===== src/hw/rtl/sfd_pkg.sv =====
// ----------------------------------------------------------------------------
// sfd_pkg
// Shared types, constants and helpers of the sensor frame decoder.
// ----------------------------------------------------------------------------
package sfd_pkg;

    localparam int SFD_MAX_SENSORS = 4;

    localparam int BYTE_W    = 8;
    localparam int STATUS_W  = 3;
    localparam int SLOT_W    = 2;
    localparam int KIND_W    = 3;
    localparam int READING_W = 16;
    localparam int NCNT_W    = 7;    // triplet count of an 8-bit length: at most 85

    localparam logic [BYTE_W-1:0] FRAME_HEADER  = 8'h68;
    localparam logic [BYTE_W-1:0] MIN_FRAME_LEN = 8'd6;
    localparam logic [BYTE_W-1:0] KIND_MAX      = 8'd5;

    typedef enum logic [STATUS_W-1:0] {
        STAT_OK         = 3'd0,
        STAT_BAD_HEADER = 3'd1,
        STAT_BAD_LEN    = 3'd2,
        STAT_CHECKSUM   = 3'd3,
        STAT_TOO_MANY   = 3'd4
    } sfd_status_t;

    typedef enum logic {
        ST_RECV,
        ST_EMIT
    } sfd_state_t;

    // controller -> datapath
    typedef struct packed {
        logic take;    // accept the input word this cycle
        logic emit;    // load the next result into the output register
    } sfd_cmd_t;

    // datapath -> controller
    typedef struct packed {
        logic out_free;     // output register empty or being drained
        logic emit_last;    // the result about to be emitted closes the frame
    } sfd_stat_t;

    // known sensor types pass through, anything else reads as unknown
    function automatic logic [KIND_W-1:0] map_kind(input logic [BYTE_W-1:0] b);
        logic [KIND_W-1:0] k;
        begin
            k = '0;
            if (b != '0 && b <= KIND_MAX)
            begin
                k = b[KIND_W-1:0];
            end
            return k;
        end
    endfunction

endpackage


===== src/hw/rtl/sfd_datapath.sv =====
// ----------------------------------------------------------------------------
// sfd_datapath
// Frame parser state, triplet stores, frame checks and output register.
// ----------------------------------------------------------------------------
module sfd_datapath
    import sfd_pkg::*;
#(
    parameter int MAX_SENSORS = SFD_MAX_SENSORS
)
(
    input  logic                        clk,
    input  logic                        rst_n,
    input  sfd_cmd_t                    cmd,
    output sfd_stat_t                   stat,
    input  logic        [BYTE_W-1:0]    data_byte,
    input  logic                        frame_end,
    input  logic                        out_ready,
    output logic                        out_valid,
    output logic        [STATUS_W-1:0]  out_status,
    output logic        [SLOT_W-1:0]    out_slot,
    output logic        [KIND_W-1:0]    out_kind,
    output logic signed [READING_W-1:0] out_reading,
    output logic                        out_last
);

    localparam int IDX_W = (MAX_SENSORS > 1) ? $clog2(MAX_SENSORS) : 1;
    localparam int CNT_W = $clog2(MAX_SENSORS + 1);
    localparam logic [CNT_W-1:0]  SIDX_LIMIT = CNT_W'(MAX_SENSORS);
    localparam logic [NCNT_W-1:0] N_LIMIT    = NCNT_W'(MAX_SENSORS);

    // frame parser state
    logic [BYTE_W-1:0] count_reg,   count_next;
    logic [BYTE_W-1:0] xor_reg,     xor_next;
    logic [BYTE_W-1:0] len_reg,     len_next;
    logic [NCNT_W-1:0] len_n_reg,   len_n_next;
    logic              len_mod0_reg, len_mod0_next;
    logic              hdr_ok_reg,  hdr_ok_next;
    logic              ovl_reg,     ovl_next;
    logic [1:0]        part_reg,    part_next;
    logic [CNT_W-1:0]  sidx_reg,    sidx_next;

    // result side
    sfd_status_t       res_status_reg, res_status_next;
    logic [NCNT_W-1:0] res_n_reg,      res_n_next;
    logic [IDX_W-1:0]  emit_idx_reg,   emit_idx_next;
    logic              out_valid_reg,  out_valid_next;

    logic        [STATUS_W-1:0]  out_status_reg;
    logic        [SLOT_W-1:0]    out_slot_reg;
    logic        [KIND_W-1:0]    out_kind_reg;
    logic signed [READING_W-1:0] out_reading_reg;
    logic                        out_last_reg;

    // triplet stores
    logic [KIND_W-1:0] kind_store [MAX_SENSORS];
    logic [BYTE_W-1:0] lo_store   [MAX_SENSORS];
    logic [BYTE_W-1:0] hi_store   [MAX_SENSORS];

    logic [BYTE_W-1:0]   count_inc;
    logic [BYTE_W-1:0]   xor_now;
    logic                ovl_now;
    logic                hdr_now;
    logic                pos0;
    logic                pos1;
    logic [2*BYTE_W-1:0] len_prod;
    logic [NCNT_W-1:0]   len_n_calc;
    logic [BYTE_W:0]     len_n_x3;
    logic                len_bad;
    sfd_status_t         end_status;
    logic                store_wr;
    logic [IDX_W-1:0]    wr_idx;

    assign count_inc = count_reg + 8'd1;
    assign xor_now   = xor_reg ^ data_byte;
    assign ovl_now   = ovl_reg | (count_inc == '0);
    assign pos0      = (count_reg == 8'd0);
    assign pos1      = (count_reg == 8'd1);
    assign hdr_now   = (!ovl_reg && pos0) ? (data_byte == FRAME_HEADER) : hdr_ok_reg;

    // L/3 as L*171 >> 9, exact for any 8-bit L
    assign len_prod   = 16'(data_byte) * 16'd171;
    assign len_n_calc = len_prod[15:9];
    assign len_n_x3   = {1'b0, len_n_calc, 1'b0} + 9'(len_n_calc);

    assign len_bad = ovl_now || (count_inc < MIN_FRAME_LEN)
                     || ({1'b0, count_inc} != ({1'b0, len_reg} + 9'd3))
                     || !len_mod0_reg;

    always_comb
    begin
        if (!hdr_now)
        begin
            end_status = STAT_BAD_HEADER;
        end
        else if (len_bad)
        begin
            end_status = STAT_BAD_LEN;
        end
        else if (xor_now != '0)
        begin
            end_status = STAT_CHECKSUM;
        end
        else if (len_n_reg > N_LIMIT)
        begin
            end_status = STAT_TOO_MANY;
        end
        else
        begin
            end_status = STAT_OK;
        end
    end

    assign stat.out_free  = !out_valid_reg || out_ready;
    assign stat.emit_last = (res_status_reg != STAT_OK)
                            || ((NCNT_W'(emit_idx_reg) + 7'd1) == res_n_reg);

    always_comb
    begin
        count_next      = count_reg;
        xor_next        = xor_reg;
        len_next        = len_reg;
        len_n_next      = len_n_reg;
        len_mod0_next   = len_mod0_reg;
        hdr_ok_next     = hdr_ok_reg;
        ovl_next        = ovl_reg;
        part_next       = part_reg;
        sidx_next       = sidx_reg;
        res_status_next = res_status_reg;
        res_n_next      = res_n_reg;
        emit_idx_next   = emit_idx_reg;
        out_valid_next  = out_valid_reg;

        if (cmd.take)
        begin
            count_next = count_inc;
            xor_next   = xor_now;
            ovl_next   = ovl_now;
            if (!ovl_reg)
            begin
                if (pos0)
                begin
                    hdr_ok_next = hdr_now;
                end
                else if (pos1)
                begin
                    len_next      = data_byte;
                    len_n_next    = len_n_calc;
                    len_mod0_next = (len_n_x3 == {1'b0, data_byte});
                end
                else if (part_reg == 2'd2)
                begin
                    part_next = 2'd0;
                    if (sidx_reg < SIDX_LIMIT)
                    begin
                        sidx_next = sidx_reg + CNT_W'(1);
                    end
                end
                else
                begin
                    part_next = part_reg + 2'd1;
                end
            end
            if (frame_end)
            begin
                res_status_next = end_status;
                res_n_next      = len_n_reg;
                emit_idx_next   = '0;
                count_next      = '0;
                xor_next        = '0;
                len_next        = '0;
                len_n_next      = '0;
                len_mod0_next   = 1'b1;
                hdr_ok_next     = 1'b0;
                ovl_next        = 1'b0;
                part_next       = '0;
                sidx_next       = '0;
            end
        end

        if (cmd.emit)
        begin
            out_valid_next = 1'b1;
            emit_idx_next  = emit_idx_reg + IDX_W'(1);
        end
        else if (out_ready)
        begin
            out_valid_next = 1'b0;
        end
    end

    always_ff @(posedge clk or negedge rst_n)
    begin
        if (!rst_n)
        begin
            count_reg      <= '0;
            xor_reg        <= '0;
            len_reg        <= '0;
            len_n_reg      <= '0;
            len_mod0_reg   <= 1'b1;
            hdr_ok_reg     <= 1'b0;
            ovl_reg        <= 1'b0;
            part_reg       <= '0;
            sidx_reg       <= '0;
            res_status_reg <= STAT_OK;
            res_n_reg      <= '0;
            emit_idx_reg   <= '0;
            out_valid_reg  <= 1'b0;
        end
        else
        begin
            count_reg      <= count_next;
            xor_reg        <= xor_next;
            len_reg        <= len_next;
            len_n_reg      <= len_n_next;
            len_mod0_reg   <= len_mod0_next;
            hdr_ok_reg     <= hdr_ok_next;
            ovl_reg        <= ovl_next;
            part_reg       <= part_next;
            sidx_reg       <= sidx_next;
            res_status_reg <= res_status_next;
            res_n_reg      <= res_n_next;
            emit_idx_reg   <= emit_idx_next;
            out_valid_reg  <= out_valid_next;
        end
    end

    // triplets past the store depth are dropped
    assign store_wr = cmd.take && !ovl_reg && !pos0 && !pos1 && (sidx_reg < SIDX_LIMIT);
    assign wr_idx   = sidx_reg[IDX_W-1:0];

    always_ff @(posedge clk)
    begin
        if (store_wr)
        begin
            case (part_reg)
                2'd0:    kind_store[wr_idx] <= map_kind(data_byte);
                2'd1:    lo_store[wr_idx]   <= data_byte;
                default: hi_store[wr_idx]   <= data_byte;
            endcase
        end
    end

    always_ff @(posedge clk)
    begin
        if (cmd.emit)
        begin
            out_status_reg <= res_status_reg;
            out_last_reg   <= stat.emit_last;
            if (res_status_reg == STAT_OK)
            begin
                out_slot_reg    <= SLOT_W'(emit_idx_reg);
                out_kind_reg    <= kind_store[emit_idx_reg];
                out_reading_reg <= $signed({hi_store[emit_idx_reg], lo_store[emit_idx_reg]});
            end
            else
            begin
                out_slot_reg    <= '0;
                out_kind_reg    <= '0;
                out_reading_reg <= '0;
            end
        end
    end

    assign out_valid   = out_valid_reg;
    assign out_status  = out_status_reg;
    assign out_slot    = out_slot_reg;
    assign out_kind    = out_kind_reg;
    assign out_reading = out_reading_reg;
    assign out_last    = out_last_reg;

endmodule


===== config.mk =====
export PLATFORM = sky130hd
export DESIGN_NAME = sfd_datapath
export DESIGN_NICKNAME = d
export VERILOG_FILES = /design/src/hw/rtl/sfd_pkg.sv /design/src/hw/rtl/sfd_datapath.sv
export SDC_FILE = /design/constraint.sdc
export NUM_CORES = 1
export LEC_CHECK = 0
export ABC_AREA = 1
export BUFFER_PORTS_ARGS = -buffer_cell sky130_fd_sc_hd__buf_2
export CAP_MARGIN = 20
export CORE_UTILIZATION = 62
export DETAILED_ROUTE_END_ITERATION = 8
export GPL_ROUTABILITY_DRIVEN = 1
export PLACE_DENSITY = 0.87
export SYNTH_ARGS = -nofsm -noshare
export SYNTH_HDL_FRONTEND = slang
export SYNTH_SLANG_ARGS = --single-unit
export TNS_END_PERCENT = 50

===== constraint.sdc =====
create_clock -name clk -period 3 [get_ports clk]
set_input_delay 0.3 -clock clk [delete_from_list [all_inputs] [get_ports clk]]
set_output_delay 0.3 -clock clk [all_outputs]
set_load 0.01 [all_outputs]

==> impl_metrics.env <==
export IMPL_routed_vias_inst=5.95
export IMPL_synth_edff_count=101
export IMPL_clkLatencyLatePin_ns=0.43
export IMPL_yosys_mux_area_fraction_pct=0
export IMPL_synthArstFlopShare_pct=34.0
export IMPL_layout_area_overhead_vs_synth_pct=21.6
export IMPL_cts_root_buf="sky130_fd_sc_hd__clkbuf_16"
export IMPL_floorplan_core_area_mm2=0.0128
export IMPL_routed_via_count=6844
export IMPL_synthTopCellsByCount="121 x sky130_fd_sc_hd__nor2_1, 117 x sky130_fd_sc_hd__inv_1, 108 x sky130_fd_sc_hd__nand2_1"
export IMPL_synth_main_ff_cell="sky130_fd_sc_hd__edfxtp_1"
export IMPL_cts_inserted_buffers=17
export IMPL_simple_gate_fraction_of_synth_area_pct=15.1
export IMPL_clockBufferDepth=2
export IMPL_critPathArrivalTime_ns=4.76
export IMPL_mappedNetlistNets=931
export IMPL_clkTransAtPathRegs_ns=0.06
export IMPL_synth_top_cells_by_area="sky130_fd_sc_hd__edfxtp_1 37%, sky130_fd_sc_hd__dfrtp_1 15%, sky130_fd_sc_hd__ha_1 9.4%"
export IMPL_gate_count_after_technology_mapping=842
export IMPL_main_combinational_cell_family_by_area_after_synthesis="simple AND/OR/NAND/NOR gates"
export IMPL_numClockSinks=153
export IMPL_count_of_unresolved_drc_violations_after_routing=0
export IMPL_worst_ir_drop_vdd_uv=571
export IMPL_rows=41
export IMPL_wl_per_cell_um=19.2
export IMPL_drt_iter0_markers=962
export IMPL_yosys_cell_types_count=40
export IMPL_setup_worst_path_class="in -> reg"
export IMPL_vias_in_the_first_global_route=6890
export IMPL_syn_area_mm2=0.00827
export IMPL_grt_use_total_pct=32.4
export IMPL_place_detailed_instances=1108
export IMPL_antenna_cells=0
export IMPL_grt_met3_usage_pct=6.01
export IMPL_yosysMostFrequentCell="sky130_fd_sc_hd__nor2_1"
export IMPL_die_area_mm2=0.0138
export IMPL_crit_path_top_delay_cell="sky130_fd_sc_hd__fa_1"
export IMPL_cts_tree="yes"
export IMPL_holdCritPathClass="in -> reg"
export IMPL_htree_depth=4
export IMPL_gp_routability_congestion=0.882
export IMPL_timing_fmax_mhz=227
export IMPL_yosysTopAreaCell="sky130_fd_sc_hd__edfxtp_1"
export IMPL_yosys_area_share_adder_pct=12.5
export IMPL_initial_utilization_pct=64.5
export IMPL_hpwlAfterDp_um=13700
export IMPL_p_per_area_mw_per_mm2=800
export IMPL_cpLargestDelayFamily="adder cells"
export IMPL_ant_nets=0
export IMPL_leakage_uw=0.00456
export IMPL_layout_drive_gt1_share_pct=21.7
export IMPL_grtUsageMet1_pct=37.9
export IMPL_synth_seq_area_share_pct=52.4
export IMPL_failed_checks="setup timing"
export IMPL_grt_util_met2_pct=56.8
export IMPL_drtPass1Iterations=5
export IMPL_slew_limit_headroom_pct=46.3
export IMPL_cp_max_fo=3
export IMPL_synth_seq_cells=153
export IMPL_layout_cells_non_filler=1150
export IMPL_place_worst_setup_slack_ns=-1.90
export IMPL_cp_buffers_inverters=7
export IMPL_die_h_um=117
export IMPL_route_final_wire_length_um=22100
export IMPL_critical_path_max_stage_delay_ns=0.51
export IMPL_fin_crit_share_pct=147
export IMPL_antenna_found_initial=0
export IMPL_rrSetupSlack_ns=0.31
export IMPL_grt_first_pass_wirelength_um=34300
export IMPL_top_level_ports=42
export IMPL_end_kind="register"
export IMPL_timing_worst_slew_pin_value_ns=0.806
export IMPL_yosysWarnings=0
export IMPL_synth_top_area_share_pct=36.7
export IMPL_post_route_util_pct=78.4
export IMPL_placement_io_buffers=41
export IMPL_syn_mean_instance_area_um2=9.82
export IMPL_post_synthesis_xor_xnor_area_fraction_pct=4.19
export IMPL_start_kind="input pin"
export IMPL_finClkSkew_ns=0.0161
export IMPL_busiest_layer="met2"
export IMPL_final_min_clock_period_ns=4.40
export IMPL_status="finished with violations"
export IMPL_num_nets_final=1054
export IMPL_grt_max_degree=42
export IMPL_grt_overflow=0
export IMPL_max_cap_violations=0
export IMPL_synth_compound_area_share_pct=9.20
export IMPL_number_of_hold_violations_in_the_final_report=0
export IMPL_drv_slew=0
export IMPL_worst_case_setup_margin_in_the_final_layout_ns=-1.40
export IMPL_worstPathRequired_ns=3.36
export IMPL_die_wd_um=117
export IMPL_grt_setup_unrepaired="yes"
export IMPL_setup_viol=7
export IMPL_power_total_uw=8040
-- metrics by stage --
stage / hold slack (ns) / setup TNS, ns / area (um^2)
after floorplan: 0.00441 / -2.92 / 8330
after global placement: 0.412 / -6.33 / 9220
after detailed placement: 0.417 / -6.92 / 9220
after CTS: 0.146 / -2.16 / 9970
after global routing: 0.191 / -3.71 / 10100
final: 0.165 / -2.72 / 10100
-- path summary, 6_finish.rpt --
check,endpoint,cells past startpoint,start
worst max-delay path,len_mod0_reg,28,data_byte[3]
worst min-delay path,out_valid,4,out_ready
worst max register to register,lo_store[0][1],10,count_reg[0]
worst min register to register,out_status[2],0,res_status_reg[2]
max in group asynchronous,emit_idx_reg[0],3,rst_n
min in group asynchronous,count_reg[6],2,rst_n
-- kinds of logic (layout without fill, tap and decap cells) --
family / Yosys count / after routing
flip-flops: 153 / 153
XOR/XNOR: 38 / 38
buffers and inverters: 142 / 278
AO/OA/AOI/OAI: 139 / 139
adder cells (fa/ha/maj): 75 / 75
AND/OR/NAND/NOR: 295 / 295
-- layer usage --
metal	wire, um	up-vias	share of wire [%]
met1	8200	3221	37
li1	-	3054	-
met4	1000	0	4.5
met2	11200	467	51
met3	1700	102	7.7
met5	0	-	0
-- cells in the final DEF, fill, tap and decap left out, types with 13 or more instances in the layout --
| cell type | Yosys | final |
|---|---|---|
| sky130_fd_sc_hd__buf_4 | 1 | 79 |
| sky130_fd_sc_hd__clkbuf_16 | 0 | 17 |
| sky130_fd_sc_hd__edfxtp_1 | 101 | 101 |
| sky130_fd_sc_hd__buf_2 | 0 | 38 |
| sky130_fd_sc_hd__dfrtp_1 | 51 | 51 |
| sky130_fd_sc_hd__nand2_2 | 5 | 13 |
| sky130_fd_sc_hd__inv_1 | 117 | 113 |
| sky130_fd_sc_hd__nor2_1 | 121 | 121 |
| sky130_fd_sc_hd__xnor2_1 | 18 | 16 |
| sky130_fd_sc_hd__o22ai_1 | 21 | 20 |
| sky130_fd_sc_hd__xor2_1 | 19 | 17 |
| sky130_fd_sc_hd__ha_1 | 62 | 56 |
| sky130_fd_sc_hd__o21ai_0 | 68 | 67 |
| sky130_fd_sc_hd__a21oi_1 | 38 | 35 |
| sky130_fd_sc_hd__nand3_1 | 30 | 26 |
| sky130_fd_sc_hd__nand2_1 | 108 | 98 |
-- tightest hold or removal path, cell delays in order --
cell and delay (ns):
sky130_fd_sc_hd__buf_2 0.08, sky130_fd_sc_hd__inv_1 0.03, sky130_fd_sc_hd__nand2_1 0.07, sky130_fd_sc_hd__nand2_1 0.06
-- report_power, final --
group	internal [uW]	switching, uW
logic	1600	1900
registers	2370	81.0
clock network	1160	929
total	5130	2910
-- layout make-up --
| class | count | area [um^2] |
|---|---|---|
| clock buffer | 18 | 429 |
| clock inverter | 14 | 139 |
| fill | 726 | 2770 |
| inverter | 120 | 453 |
| multi-input combinational | 547 | 3580 |
| sequential | 153 | 4340 |
| tap | 172 | 215 |
| timing repair buffer | 126 | 903 |
-- repair_timing --
| action | CTS | global route |
|---|---|---|
| pin swaps | 25 | 8 |
| endpoints found under the hold margin | 33 | 0 |
| buffers inserted | 6 | 2 |
| resized for setup | 28 | 12 |
| endpoints found under the setup margin | 8 | 8 |
| hold buffers | 1 | 0 |
Power figures use the tool's default switching activity.
